--- src/rtl/rcs_pkg.sv ---
package rcs_pkg;

  // Defaults for the top-level parameters
  localparam int unsigned CAPACITY_DEF   = 64;
  localparam int unsigned NAME_CHARS_DEF = 8;

  // Widths fixed by the record format
  localparam int unsigned MODE_W = 3;
  localparam int unsigned KEY_W  = 128;

  // Sort mode codes
  localparam logic [MODE_W-1:0] MODE_NAME_SURNAME = 3'd0;
  localparam logic [MODE_W-1:0] MODE_SURNAME_NAME = 3'd1;
  localparam logic [MODE_W-1:0] MODE_BIRTH_DATE   = 3'd2;
  localparam logic [MODE_W-1:0] MODE_NUMBER       = 3'd3;
  localparam logic [MODE_W-1:0] MODE_COURSE       = 3'd4;

  // Controller states
  typedef enum logic [1:0] {
    ST_IDLE,
    ST_CMP,
    ST_LOC,
    ST_OUT
  } state_e;

  // One person record as held in a cell
  typedef struct packed {
    logic [63:0] first_name;
    logic [63:0] surname;
    logic [13:0] year;
    logic [3:0]  month;
    logic [4:0]  day;
    logic [30:0] number;
    logic [23:0] course;
  } rec_t;

  // Per-cell load controls
  typedef struct packed {
    logic load_new;
    logic load_prev;
    logic load_next;
  } cell_ctl_t;

  // A name cut at its first zero byte, top aligned and zero padded
  typedef struct packed {
    logic [63:0] bytes;
    logic [3:0]  len;
  } name_cut_t;

  function automatic name_cut_t cut_name(logic [63:0] v, int unsigned nchars);
    name_cut_t  r;
    logic       alive;
    logic [7:0] b;
    r.bytes = '0;
    r.len   = '0;
    alive   = 1'b1;
    for (int i = 0; i < 8; i++) begin
      b = v[63-8*i -: 8];
      if (alive && (i < nchars) && (b != 8'h00)) begin
        r.bytes[63-8*i -: 8] = b;
        r.len = r.len + 4'd1;
      end else begin
        alive = 1'b0;
      end
    end
    return r;
  endfunction

  function automatic logic [23:0] cut_course(logic [23:0] v);
    logic [23:0] r;
    logic        alive;
    logic [7:0]  b;
    r     = '0;
    alive = 1'b1;
    for (int i = 0; i < 3; i++) begin
      b = v[23-8*i -: 8];
      if (alive && (b != 8'h00)) begin
        r[23-8*i -: 8] = b;
      end else begin
        alive = 1'b0;
      end
    end
    return r;
  endfunction

  // Sort key as one unsigned word: a smaller key means an earlier record.
  // Cut strings hold no zero bytes, so zero padding gives the prefix rule.
  // Year, month and day sit side by side in their own bit fields, so the date
  // value orders exactly as year, month, day.
  function automatic logic [KEY_W-1:0] make_key(logic [MODE_W-1:0] mode, rec_t rec,
                                                int unsigned nchars);
    logic [KEY_W-1:0] k;
    name_cut_t        a;
    name_cut_t        b;
    a = '0;
    b = '0;
    case (mode)
      MODE_NAME_SURNAME: begin
        a = cut_name(rec.first_name, nchars);
        b = cut_name(rec.surname, nchars);
        k = {a.bytes, 64'h0} | ({b.bytes, 64'h0} >> {a.len, 3'b000});
      end
      MODE_SURNAME_NAME: begin
        a = cut_name(rec.surname, nchars);
        b = cut_name(rec.first_name, nchars);
        k = {a.bytes, 64'h0} | ({b.bytes, 64'h0} >> {a.len, 3'b000});
      end
      MODE_BIRTH_DATE: k = {105'h0, rec.year, rec.month, rec.day};
      MODE_NUMBER:     k = {97'h0, rec.number};
      MODE_COURSE:     k = {104'h0, cut_course(rec.course)};
      // Undefined modes: equal keys, so arrival order is kept
      default:         k = '0;
    endcase
    return k;
  endfunction

endpackage

--- src/rtl/rcs_cell.sv ---
module rcs_cell #(
  parameter int unsigned NAME_CHARS = rcs_pkg::NAME_CHARS_DEF
) (
  input  logic                       clk_i,
  input  logic [rcs_pkg::MODE_W-1:0] mode_i,
  input  logic                       valid_i,
  input  logic [rcs_pkg::KEY_W-1:0]  new_key_i,
  input  rcs_pkg::rec_t              new_rec_i,
  input  rcs_pkg::rec_t              prev_rec_i,
  input  rcs_pkg::rec_t              next_rec_i,
  input  rcs_pkg::cell_ctl_t         ctl_i,
  output rcs_pkg::rec_t              rec_o,
  output logic                       ge_o
);

  rcs_pkg::rec_t             rec_q;
  logic [rcs_pkg::KEY_W-1:0] key;

  // Key of the held record under the current mode
  assign key = rcs_pkg::make_key(mode_i, rec_q, NAME_CHARS);

  // Held record that the new one does not precede
  assign ge_o = valid_i & ~(new_key_i < key);

  // Load from the request, the left neighbor (insert) or the right one (drain)
  always_ff @(posedge clk_i) begin
    if (ctl_i.load_new) begin
      rec_q <= new_rec_i;
    end else if (ctl_i.load_prev) begin
      rec_q <= prev_rec_i;
    end else if (ctl_i.load_next) begin
      rec_q <= next_rec_i;
    end
  end

  assign rec_o = rec_q;

endmodule

--- config.mk ---
export PLATFORM = sky130hd
export DESIGN_NAME = rcs_cell
export DESIGN_NICKNAME = d
export VERILOG_FILES = /design/src/rtl/rcs_pkg.sv /design/src/rtl/rcs_cell.sv
export SDC_FILE = /design/constraint.sdc
export NUM_CORES = 1
export LEC_CHECK = 0
export BUFFER_PORTS_ARGS = -buffer_cell sky130_fd_sc_hd__buf_2
export CORE_AREA = 2 2 372 374
export CTS_CLUSTER_DIAMETER = 50
export DETAILED_ROUTE_END_ITERATION = 10
export DIE_AREA = 0 0 374 376
export HOLD_SLACK_MARGIN = 0.06
export PLACE_DENSITY = 0.46
export SYNTH_ARGS = -nofsm -noshare
export SYNTH_HDL_FRONTEND = slang
export SYNTH_SLANG_ARGS = --single-unit
export TNS_END_PERCENT = 5
--- constraint.sdc ---
create_clock -name clk_i -period 8.05 [get_ports clk_i]
set_clock_uncertainty 0.1 [all_clocks]
set_input_delay 0.4025 -clock clk_i [delete_from_list [all_inputs] [get_ports clk_i]]
set_output_delay 0.4025 -clock clk_i [all_outputs]
set_load 0.005 [all_outputs]
==> metrics.md <==
| Metric | Value |
|---|---|
| Num ports | `961` |
| Placed Instances | `roughly 5900` |
| P_leak | `0.0176 uW` |
| CTS Buf Count | `38` |
| Total power | `10200 uW` |
| Clk buf depth | `3` |
| Site row count | `approximately 140` |
| Min-delay worst type | `input pin to register` |
| Non-Filler Instances | `slightly above 6000` |
| Critical Path Source Type | `register` |
| Max cap viols | `0` |
| CTS sink cnt | `slightly above 200` |
| Register area | `just over 0.006 sq mm` |
| Share of layout cells above drive strength 1 | `0.447` |
| Worst hold slack | `between 80 and 90 ps` |
| Die extent in x | `between 300 and 400 um` |
| Vias | `31200` |
| Met2 wire length | `88.7 mm` |
| GR Overflow Total | `0` |
| Max Used Layer | `met5` |
| Drt via density | `~5.0` |
| Hold Path Sink | `rec_o[78]$_DFFE_PP_` |
| H-tree levels | `2` |
| # setup viols final | `1` |
| Pwr dens | `264 mW/mm^2` |
| Worst Hold Launch | `new_rec_i[78]` |
| Relative slew slack | `0.0949` |
| Gpl congestion | `roughly 1.0` |
| CP max stage delay | `590 ps` |
| DR WL/cell | `between 30 and 40 um` |
| Least-Margin Pin Slew | `around 1300 ps` |
| First-pass GRT wire length | `roughly 260 mm` |
| Failing checks | `setup timing` |
| Iteration-0 DRC Markers | `~3100` |
| Post-Route WL | `a little under 200 mm` |
| Critical path class | `register to output port` |
| Highest-delay cell along the critical path | `or4_4` |
| CTS tree | `built` |
| Initial antenna violation count | `44` |
| Die Y | `376 um` |
| Wl on met1 | `85.4 mm` |
| Syn Std Cell Area | `0.0223 sq mm` |
| Layout area overhead | `73.0%` |
| Seq/Total Area, Yosys | `0.277` |
| Worst vdd ir | `between 100 and 150 uV` |
| Max Slew Vio Count | `0` |
| Avg Cell Area, Syn | `between 8 and 9 sq um` |
| Combined area of the multi-input logic cells | `between 0.015 and 0.02 sq mm` |
| Top FF cell, synth | `edfxtp_1` |
| Max reg flops | `slightly above 200` |
| Fill count | `14900` |
| Hold path cells | `3` |
| Port bufs | `960` |
| Starting density of the core | `0.163` |
| Vias in the first global route | `30400` |
| Unrepaired setup endpoints after global routing | `true` |
| Number of flops mapped to enable cells by yosys | `a little over 200` |
| Syn Nets | `3593` |
| Outcome | `complete, but fails checks` |
| Final WS setup | `-1000 ps` |
| WP data required | `7550 ps` |
| Period utilization | `1.12` |
| Final hold violations | `0` |
| Post-route minimum period | `9050 ps` |
| Distinct cells, synth | `94` |
| DIE AREA | `0.141 sq mm` |
| Fmax | `approximately 0.11 GHz` |
| Reg clk slew, reported paths | `about 50 ps` |
| Layout net count | `roughly 5300` |
| Tot GR Track Use | `0.268` |
| Synthesized flop and latch total | `between 200 and 250` |
| CP max FO | `7` |
| DRT Pass-1 Iters | `7` |
| Setup TNS | `-1000 ps` |
| CTS root buffer | `clkbuf_16` |
| WL met3 | `about 14 mm` |
| Mapped Cells | `about 2700` |
| DP HPWL | `approximately 170 mm` |
| DRC viols | `0` |
| Worst EP arrival | `~8600 ps` |
| Crit end category | `output port` |
| Most frequent CP cell | `buf_4` |
| Synth async-reset ratio | `0` |
| Core Footprint | `0.137 sq mm` |
| Largest net degree at the start of global routing | `212` |
| ANT nets after route | `0` |
| Ys Warns | `0` |
==> cell families after synthesis <==
group / after synthesis / share of synthesized area
fa+ha+maj: 137 / 0.0767
xor+xnor: 14 / 0.00801
buf+inv: 216 / 0.0401
compound gates: 945 / 0.270
simple gates: 837 / 0.171
flops: 206 / 0.277
mux: 347 / 0.158
==> worst max-delay path by stage <==
stage	from	end	slack (ps)	cells past startpoint
floorplan	rec_o[114]$_DFFE_PP_	ge_o	90	37
global placement	rec_o[118]$_DFFE_PP_	ge_o	-1050	42
detailed placement	rec_o[118]$_DFFE_PP_	ge_o	-1180	42
CTS	rec_o[192]$_DFFE_PP_	ge_o	-780	40
global route	rec_o[126]$_DFFE_PP_	ge_o	-1170	43
finish	rec_o[194]$_DFFE_PP_	ge_o	-1000	40
==> critical path, delay by kind of cell (launching register included) <==
family / cells / cell delay (ps)
mux: 1 / 340
xor+xnor: 2 / 490
compound gates: 15 / 2800
flops: 1 / 380
fa+ha+maj: 6 / 1580
simple gates: 9 / 1260
buf+inv: 7 / 1070
==> where the power goes <==
part           switching [uW]  internal (uW)
sequential                132           1330
combinational            4130           2960
clock                     648            986
total                    4910           5270
==> cells in the mapped netlist (all sizes together) (28+ instances only) <==
| cell | n | area share |
|---|---|---|
| nand4 | 48 | 0.013 |
| mux2 | 28 | 0.015 |
| buf | 70 | 0.016 |
| nand2 | 410 | 0.069 |
| nand3 | 110 | 0.025 |
| a22oi | 56 | 0.019 |
| a21o | 31 | 0.010 |
| edfxtp | 206 | 0.28 |
| clkbuf | 131 | 0.022 |
| nor3 | 35 | 0.0083 |
| mux2i | 319 | 0.14 |
| nor2 | 123 | 0.021 |
| a21oi | 177 | 0.040 |
| a211oi | 42 | 0.014 |
| o22ai | 32 | 0.0090 |
| ha | 137 | 0.077 |
| nor4 | 31 | 0.0094 |
| o21ai | 368 | 0.083 |
==> layer usage <==
layer,global-route usage,up-vias
met5,0,-
met4,0.118,22
met3,0.0539,402
met2,0.427,1578
met1,0.351,15300
li1,-,13900
==> stage by stage <==
step	utilization	area, sq um	worst slack [ps]
floorplan	-	22300	92.9
global placement	0.248	33900	-1050
detailed placement	0.248	33900	-1180
CTS	0.280	38300	-777
global route	0.283	38600	-1170
finish	0.283	38600	-1000
==> layout by cell type, fill, tap and decap left out, types with 10 or more instances in the layout <==
cell,count
mux2i_1,305
nor2_1,108
nand3_1,108
nor3_2,12
nor2_2,10
a21o_1,31
a22oi_2,12
a221oi_1,20
nand4_1,48
edfxtp_1,206
buf_4,666
buf_6,16
a211oi_2,17
ha_1,133
nor3_1,21
a31oi_1,16
diode_2,13
a22o_1,17
nor4_1,22
mux2_2,20
o21ai_1,26
dlygate4sd3_1,188
a21oi_2,15
buf_2,958
nand2_1,404
clkbuf_16,38
buf_12,30
a211oi_1,24
a222oi_1,14
a21oi_1,160
a22oi_1,44
and2_1,10
o211ai_1,23
o21ai_0,327
o221a_2,12
o21ai_2,12
and3_1,18
o22ai_1,31
==> area by class of cell <==
type                    instances  share of cell area
diodes                         13            0.000842
inverters                      15             0.00146
well taps                    1794              0.0581
multi-input cells            2280               0.423
repair buffers               1861               0.324
clock inverters                27             0.00784
flip-flops and latches        206               0.160
clock buffers                  42              0.0250
==> repair_timing <==
action / 4_1_cts / 5_1_grt
setup endpoints to repair: 1 / 1
hold buffers: 188 / 0
pin swaps: 97 / 40
gates cloned: 1 / 0
gates resized for setup: 203 / 44
endpoints found under the hold margin: 153 / 0
setup buffers: 43 / 11
Note: power is estimated with default switching activity, not from simulation.
