## src/rtl/rcs_pkg.sv

```systemverilog
package rcs_pkg;

  // Defaults for the top-level parameters
  localparam int unsigned CAPACITY_DEF   = 64;
  localparam int unsigned NAME_CHARS_DEF = 8;

  // Widths fixed by the record format
  localparam int unsigned MODE_W = 3;
  localparam int unsigned KEY_W  = 128;

  // Sort mode codes
  localparam logic [MODE_W-1:0] MODE_NAME_SURNAME = 3'd0;
  localparam logic [MODE_W-1:0] MODE_SURNAME_NAME = 3'd1;
  localparam logic [MODE_W-1:0] MODE_BIRTH_DATE   = 3'd2;
  localparam logic [MODE_W-1:0] MODE_NUMBER       = 3'd3;
  localparam logic [MODE_W-1:0] MODE_COURSE       = 3'd4;

  // Controller states
  typedef enum logic [1:0] {
    ST_IDLE,
    ST_CMP,
    ST_LOC,
    ST_OUT
  } state_e;

  // One person record as held in a cell
  typedef struct packed {
    logic [63:0] first_name;
    logic [63:0] surname;
    logic [13:0] year;
    logic [3:0]  month;
    logic [4:0]  day;
    logic [30:0] number;
    logic [23:0] course;
  } rec_t;

  // Per-cell load controls
  typedef struct packed {
    logic load_new;
    logic load_prev;
    logic load_next;
  } cell_ctl_t;

  // A name cut at its first zero byte, top aligned and zero padded
  typedef struct packed {
    logic [63:0] bytes;
    logic [3:0]  len;
  } name_cut_t;

  function automatic name_cut_t cut_name(logic [63:0] v, int unsigned nchars);
    name_cut_t  r;
    logic       alive;
    logic [7:0] b;
    r.bytes = '0;
    r.len   = '0;
    alive   = 1'b1;
    for (int i = 0; i < 8; i++) begin
      b = v[63-8*i -: 8];
      if (alive && (i < nchars) && (b != 8'h00)) begin
        r.bytes[63-8*i -: 8] = b;
        r.len = r.len + 4'd1;
      end else begin
        alive = 1'b0;
      end
    end
    return r;
  endfunction

  function automatic logic [23:0] cut_course(logic [23:0] v);
    logic [23:0] r;
    logic        alive;
    logic [7:0]  b;
    r     = '0;
    alive = 1'b1;
    for (int i = 0; i < 3; i++) begin
      b = v[23-8*i -: 8];
      if (alive && (b != 8'h00)) begin
        r[23-8*i -: 8] = b;
      end else begin
        alive = 1'b0;
      end
    end
    return r;
  endfunction

  // Sort key as one unsigned word: a smaller key means an earlier record.
  // Cut strings hold no zero bytes, so zero padding gives the prefix rule.
  // Year, month and day sit side by side in their own bit fields, so the date
  // value orders exactly as year, month, day.
  function automatic logic [KEY_W-1:0] make_key(logic [MODE_W-1:0] mode, rec_t rec,
                                                int unsigned nchars);
    logic [KEY_W-1:0] k;
    name_cut_t        a;
    name_cut_t        b;
    a = '0;
    b = '0;
    case (mode)
      MODE_NAME_SURNAME: begin
        a = cut_name(rec.first_name, nchars);
        b = cut_name(rec.surname, nchars);
        k = {a.bytes, 64'h0} | ({b.bytes, 64'h0} >> {a.len, 3'b000});
      end
      MODE_SURNAME_NAME: begin
        a = cut_name(rec.surname, nchars);
        b = cut_name(rec.first_name, nchars);
        k = {a.bytes, 64'h0} | ({b.bytes, 64'h0} >> {a.len, 3'b000});
      end
      MODE_BIRTH_DATE: k = {105'h0, rec.year, rec.month, rec.day};
      MODE_NUMBER:     k = {97'h0, rec.number};
      MODE_COURSE:     k = {104'h0, cut_course(rec.course)};
      // Undefined modes: equal keys, so arrival order is kept
      default:         k = '0;
    endcase
    return k;
  endfunction

endpackage

```

## src/rtl/rcs_locate.sv

```systemverilog
module rcs_locate #(
  parameter int unsigned CAPACITY = rcs_pkg::CAPACITY_DEF
) (
  input  logic                clk_i,
  input  logic                rst_ni,
  input  logic [CAPACITY-1:0] ge_i,
  output logic [CAPACITY-1:0] after_o
);

  localparam int unsigned GROUP = 8;
  localparam int unsigned NG    = (CAPACITY + GROUP - 1) / GROUP;
  localparam int unsigned PAD   = NG * GROUP;

  logic [PAD-1:0] ge_pad;
  logic [PAD-1:0] sfx_d, sfx_q;
  logic [NG-1:0]  grp_d, grp_q;
  logic [NG-1:0]  tail;

  assign ge_pad = PAD'(ge_i);

  // Suffix OR inside each group of eight cells, plus the group OR
  always_comb begin
    logic acc;
    acc   = 1'b0;
    sfx_d = '0;
    grp_d = '0;
    for (int g = 0; g < NG; g++) begin
      acc = 1'b0;
      for (int i = GROUP - 1; i >= 0; i--) begin
        acc = acc | ge_pad[g*GROUP+i];
        sfx_d[g*GROUP+i] = acc;
      end
      grp_d[g] = acc;
    end
  end

  always_ff @(posedge clk_i or negedge rst_ni) begin
    if (!rst_ni) begin
      sfx_q <= '0;
      grp_q <= '0;
    end else begin
      sfx_q <= sfx_d;
      grp_q <= grp_d;
    end
  end

  // OR of all groups to the right of each group
  always_comb begin
    logic acc;
    acc  = 1'b0;
    tail = '0;
    for (int g = NG - 1; g >= 0; g--) begin
      tail[g] = acc;
      acc = acc | grp_q[g];
    end
  end

  // A cell lies after the insertion point when no cell from it rightward
  // holds a record the new one does not precede
  for (genvar j = 0; j < CAPACITY; j++) begin : g_after
    localparam int unsigned G = j / GROUP;
    assign after_o[j] = ~(sfx_q[j] | tail[G]);
  end

  // The after flags form one contiguous run up to the right end
  a_after_suffix: assert property (@(posedge clk_i) disable iff (!rst_ni)
    (after_o[CAPACITY-2:0] & ~after_o[CAPACITY-1:1]) == '0)
    else $error("after flags not a suffix");

endmodule

```

## config.mk

```make
export PLATFORM = sky130hd
export DESIGN_NAME = rcs_locate
export DESIGN_NICKNAME = d
export VERILOG_FILES = /design/src/rtl/rcs_pkg.sv /design/src/rtl/rcs_locate.sv
export SDC_FILE = /design/constraint.sdc
export NUM_CORES = 1
export LEC_CHECK = 0
export ABC_AREA = 1
export BUFFER_PORTS_ARGS = -buffer_cell sky130_fd_sc_hd__buf_4
export CAP_MARGIN = 20
export CORE_MARGIN = 2
export CORE_UTILIZATION = 35
export DETAILED_ROUTE_END_ITERATION = 6
export PLACE_DENSITY = 0.72
export SLEW_MARGIN = 20
export SYNTH_ARGS = -nofsm -noshare
export SYNTH_HDL_FRONTEND = slang
export SYNTH_SLANG_ARGS = --single-unit
```

## constraint.sdc

```tcl
create_clock -name clk_i -period 1.3 [get_ports clk_i]
set_clock_uncertainty 0.15 [all_clocks]
set_input_delay 0.195 -clock clk_i [delete_from_list [all_inputs] [get_ports clk_i]]
set_output_delay 0.195 -clock clk_i [all_outputs]
set_load 0.005 [all_outputs]
```

==> flow_summary.json, run 1 <==
{
  "synth-simple-area-share_pct": 22.6,
  "design.core.area_sq_mm": 0.00672,
  "rows": 30,
  "crit_required_ns": 0.95,
  "clkSinkCount": 64,
  "fin_ws_ns": -0.615,
  "ys_warn_count": 0,
  "hold_viol": 16,
  "fin_crit_sh_pct": 147,
  "start_kind": "flip-flop",
  "clk_pin_slew_worst_paths_ns": 0.06,
  "gp_congestion": 0.723,
  "pin_count": 130,
  "drive_above_1_share_pct": 48.4,
  "synth_top_family_by_area": "simple AND/OR/NAND/NOR gates",
  "ys_seq_area_share_pct": 66.6,
  "die_w_um": 86.9,
  "tns_ns": -29.49,
  "path_max_fanout": 4,
  "synth_xor_area_share_pct": 0,
  "synth_compound_area_share_pct": 0,
  "dp.cells": 458,
  "rsz0062_at_grt": "yes",
  "slew_headroom_pct": 78.0,
  "status": "complete, but fails checks",
  "cts_buffer_depth": 2,
  "htree_levels": 3,
  "synth.mux.area_fraction_pct": 0,
  "area_delta_synth_final_pct": 94.5,
  "hp-class": "in2reg",
  "finalNonFillerCells": 539,
  "critPathCaptureType": "output pin",
  "fmax_mhz": 522,
  "via_count": 2295,
  "power-per-cell-area_mw_per_mm2": 901,
  "syn_nets": 309,
  "synth-seq-cells": 64,
  "fin_util_pct": 69.6,
  "grt_antenna_before_repair": 0,
  "overflow": 0,
  "grt_pass1_wl_um": 9750,
  "initial_core_util_pct": 35.8,
  "setup_viol_count_final": 74,
  "p_leak_uw": 0.00230,
  "slew_viol_final": 0,
  "die_area_sq_mm": 0.00755,
  "drtAntennaViolNets": 0,
  "cts_made_buffers": 9,
  "syn_inst": 243,
  "synth_area_sq_mm": 0.00240,
  "layout_min_cycle_time_ns": 1.91,
  "violations": "negative hold slack, negative setup slack",
  "synth.avg_cell_area_sq_um": 9.89,
  "routedWlPerCell_um": 12.6,
  "grt_pass1_vias": 2306,
  "clock_tree.root_cell": "clkbuf_8",
  "nFillCells": 500,
  "grt_usage_pct": 16.9,
  "regArea_sq_mm": 0.00160,
  "layout.nets": 520,
  "wl_um": 6780,
  "fin_hold_ws_ns": -0.0808,
  "drt_iter0_markers": 81,
  "diodes": 0,
  "vias_per_cell": 4.26,
  "crit_type": "reg2out",
  "maxCapViolCount": 0,
  "irDropWorstVdd_uv": 531,
  "port_buffers": 129,
  "dp_hpwl_um": 4060,
  "drc_errors": 0,
  "first_pass_iters": 4,
  "die_h_um": 86.9,
  "worst-endpoint-arrival_ns": 1.57,
  "ys_types": 12,
  "synthAdderAreaFrac_pct": 0,
  "grt_max_degree": 65,
  "worst_pin_slew_ns": 0.330,
  "cts_tree": "done",
  "multi_input_area_sq_um": 766
}
==> critical path, cell delays in order (launching register included) <==
cell and delay [ns]:
dfrtp_2 0.44, nor2_8 0.13, nand3_4 0.10, nor2_8 0.18, nand3_2 0.16, nor2_1 0.12
buf_4 0.12
==> stage by stage <==
| stage | area (sq um) | setup slack, ns | total power [uW] |
|---|---|---|---|
| floorplan | 2420 | -0.176 | 2150 |
| global placement | 3540 | -0.249 | 2380 |
| detailed placement | 3540 | -0.246 | 2380 |
| CTS | 4380 | -0.580 | 4220 |
| global route | 4670 | -0.695 | 4380 |
| finish | 4670 | -0.615 | 4210 |
==> path summary, 6_finish.rpt <==
| check | endpoint | cells after the start | start |
|---|---|---|---|
| max in group asynchronous | sfx_q[56] | 3 | rst_ni |
| setup / recovery | after_o[1] | 6 | sfx_q[56] |
| hold / removal | sfx_q[22] | 3 | ge_i[22] |
| min in group asynchronous | sfx_q[20] | 3 | rst_ni |
==> cell usage after synthesis <==
cell type	number	area share (%)
buf_6	1	0.47
dfrtp_1	64	67
inv_1	65	10
inv_2	1	0.16
nand2_1	17	2.7
nand2_2	1	0.26
nand3_1	8	1.7
nand3_4	2	1.5
nand3b_1	8	2.5
nand4_1	8	2.1
nor2_1	66	10
nor2_8	2	1.7
==> sequential cells by signal, summed over array words and instances (netlist names) <==
register / count
sfx_q: 57
grp_q: 7
==> timing repair <==
item	in CTS	in global routing
pin swaps	2	32
hold buffers	57	16
buffers inserted	2	8
setup endpoints to repair	57	83
endpoints found under the hold margin	125	30
cloned	0	1
resized for setup	18	80
==> layer usage <==
layer / vias up / global-route usage (%) / wire length [um]
li1: 1128 / - / -
met1: 1082 / 18.1 / 2540
met2: 76 / 31.4 / 3780
met3: 9 / 3.98 / 349
met4: 0 / 7.67 / 102
met5: - / 0 / 0
==> cell usage in the layout, fill, tap and decap left out <==
cell / count
dlygate4sd3_1: 50
nand3b_1: 8
nor2_8: 2
inv_4: 1
clkbuf_8: 11
buf_4: 129
nor2_1: 16
nand3_4: 2
dfrtp_2: 1
dfrtp_1: 63
buf_6: 10
bufinv_16: 1
inv_12: 1
nand3_1: 8
clkinv_2: 2
clkbuf_1: 2
nor2_2: 35
nor2_4: 15
nand2_4: 2
nand4_1: 8
buf_12: 3
dlymetal6s4s_1: 7
nand3_2: 1
inv_2: 5
buf_8: 1
nand2_1: 16
inv_1: 59
==> report_power, final <==
group / switching (uW) / internal [uW]
registers: 23.1 / 2040
logic: 172 / 290
clock network: 700 / 986
==> cell type report <==
type | count | area share, %
clock buffers | 13 | 3.40
clock inverters | 3 | 0.857
inverters | 66 | 5.62
multi-input cells | 113 | 16.4
flip-flops and latches | 64 | 34.3
well taps | 80 | 2.14
repair buffers | 200 | 37.3
==> kinds of logic (layout without fill, tap and decap cells) <==
group / after synthesis / in the layout
simple gates: 112 / 113
flops: 64 / 64
buf+inv: 67 / 282
(Power assumes the default switching activity.)
==> run 2: changes to the inputs <==
--- a/config.mk
+++ b/config.mk
@@ -11,8 +11,10 @@
 export CORE_MARGIN = 2
 export CORE_UTILIZATION = 35
 export DETAILED_ROUTE_END_ITERATION = 6
+export MAX_ROUTING_LAYER = met4
 export PLACE_DENSITY = 0.72
 export SLEW_MARGIN = 20
 export SYNTH_ARGS = -nofsm -noshare
 export SYNTH_HDL_FRONTEND = slang
 export SYNTH_SLANG_ARGS = --single-unit
+export TNS_END_PERCENT = 30
==> run 2 against run 1 <==
The run still ends with negative hold slack, negative setup slack left; hold slack worse by 0.0085 ns; sequential share of layout area is 2.1 points higher; non-clock buffer count fell by 4; final cell count shrank 0.93%; combinational power fell by 2%; critical path depth stayed put; global-route usage is 1.3 points higher; fmax is 2.0% higher; die area unchanged; core utilization fell by 4.1 points; power fell by 0.65%; flip-flop and latch count unchanged; critical endpoint is now after_o[2].
==> flow_summary.json, run 2 (synthesis results as in run 1) <==
{
  "status": "complete, but fails checks",
  "violations": "negative hold slack, negative setup slack",
  "area_delta_synth_final_pct": 83.1,
  "mostFrequentLayoutCell": "buf_4",
  "path_max_fanout": 9,
  "first_pass_iters": 4,
  "die_area_sq_mm": 0.00755,
  "grt_max_degree": 65,
  "reg_top3": "sfx_q (57), grp_q (7)",
  "slew_headroom_pct": 77.9,
  "cts_buffer_depth": 2,
  "place_ws_ns": -0.226,
  "layout.nets": 515,
  "drt_iter0_markers": 79,
  "fin_area_sq_mm": 0.00440,
  "clk_pin_slew_worst_paths_ns": 0.08,
  "grt_pass1_vias": 2381,
  "grt_antenna_before_repair": 0,
  "regArea_sq_mm": 0.00160,
  "cts_tree": "done",
  "clkSinkCount": 64,
  "fmax_mhz": 533,
  "hp-class": "in2reg",
  "drtAntennaViolNets": 0,
  "design.core.area_sq_mm": 0.00672,
  "layout_min_cycle_time_ns": 1.88,
  "crit_required_ns": 0.95,
  "port_buffers": 129,
  "fin_crit_sh_pct": 144,
  "path_delay_family": "simple AND/OR/NAND/NOR gates",
  "initial_core_util_pct": 35.8,
  "fin_hold_ws_ns": -0.0892,
  "htree_levels": 3,
  "routedWlPerCell_um": 12.1,
  "die_w_um": 86.9,
  "wl_um": 6480,
  "clock_tree.root_cell": "clkbuf_8",
  "overflow": 0,
  "p_leak_uw": 0.00218,
  "nFillCells": 506,
  "worst-endpoint-arrival_ns": 1.53,
  "grt_usage_pct": 18.2,
  "drc_errors": 0,
  "dp_hpwl_um": 4210,
  "worst_pin_slew_ns": 0.332,
  "critPathSlowestCell": "dfrtp_2",
  "mostFrequentLayoutCells": "buf_4 (137), inv_1 (64), dfrtp_1 (63), dlygate4sd3_1 (58), nor2_1 (42)",
  "pin_count": 130,
  "cts_made_buffers": 9,
  "crit_chain": "nor2_8, nand3_4, nor2_8, nand3_4, nor2_2, buf_4",
  "setup_viol_count_final": 70,
  "maxCapViolCount": 0,
  "hold_viol": 15,
  "ctsHoldBuffers": 58,
  "grt_pass1_wl_um": 10300,
  "largest_register_ffs": 57,
  "rows": 30,
  "placed_area_sq_mm": 0.00354,
  "worstSetupEndpoint": "after_o[2]",
  "power-per-cell-area_mw_per_mm2": 951,
  "rsz0062_at_grt": "yes",
  "via_count": 2258,
  "start_kind": "flip-flop",
  "worst-path-stages": 6,
  "diodes": 0,
  "multi_input_area_sq_um": 621,
  "gp_congestion": 0.758,
  "die_h_um": 86.9,
  "drive_above_1_share_pct": 41.2,
  "irDropWorstVdd_uv": 524,
  "critPathMaxStageDelay_ns": 0.45,
  "slew_viol_final": 0,
  "crit_type": "reg2out",
  "critPathCaptureType": "output pin",
  "vias_per_cell": 4.23,
  "fin_ws_ns": -0.577,
  "path_buf_inv": 1,
  "startpoint": "sfx_q[56]",
  "max_flop_register": "sfx_q"
}
-- run 2: changes by cell type in the layout (fill, tap and decap cells not counted), sizes merged, moves of 2 or more --
cell	delta
clkbuf	-4
dlymetal6s4s	-7
dlygate4sd3	+8
clkinvlp	+3
buf	-5
clkinv	+2
-- run 2: area by class of cell --
type | instances | share of cell area [%]
multi-input cells | 112 | 14.1
clock buffers | 9 | 2.81
repair buffers | 196 | 37.0
clock inverters | 7 | 1.65
inverters | 66 | 5.72
flip-flops and latches | 64 | 36.4
well taps | 80 | 2.27
-- run 2: per-stage QoR --
| step | setup TNS, ns | std cells | util, % | hold WS [ns] | total power [uW] |
|---|---|---|---|---|---|
| after floorplan | -3.72 | 243 | - | -0.251 | 2150 |
| after global placement | -6.13 | 460 | 52.7 | 0.0670 | 2380 |
| after detailed placement | -7.42 | 460 | 52.7 | 0.0704 | 2390 |
| after CTS | -28.46 | 535 | 64.6 | -0.0824 | 4200 |
| after global routing | -31.79 | 534 | 65.5 | -0.0997 | 4380 |
| final | -25.51 | 534 | 65.5 | -0.0892 | 4180 |
-- run 2: what timing repair did --
action	CTS	global route
buffers inserted	1	0
gates resized for setup	6	25
pin swaps	0	1
endpoints found under the setup margin	57	81
hold endpoints to repair	123	14
-- run 2: worst min-delay path by stage --
stage / start / end / slack [ns] / cells past startpoint
2_1_floorplan: rst_ni / grp_q[0] / -0.25 / 0
3_3_place_gp: rst_ni / sfx_q[58] / 0.07 / 2
3_5_place_dp: rst_ni / sfx_q[58] / 0.07 / 2
4_1_cts: ge_i[14] / sfx_q[14] / -0.08 / 3
5_1_grt: ge_i[14] / sfx_q[14] / -0.1 / 3
6_report: ge_i[14] / sfx_q[14] / -0.09 / 3
-- run 2: worst min-delay path, stage by stage --
cell and delay [ns]:
buf_4 0.08, nor2_2 0.04, inv_1 0.04
-- run 2: report_power, final --
part           internal, uW  switching, uW
sequential             2040           15.1
clock                   884            794
combinational           287            166
-- run 2: metal layers --
layer / routed length [um] / GRT usage, % / vias to the layer above
li1: - / - / 1116
met1: 2540 / 20.0 / 1059
met2: 3550 / 32.9 / 76
met3: 299 / 3.13 / 7
met4: 83 / 6.82 / 0
met5: 0 / - / -
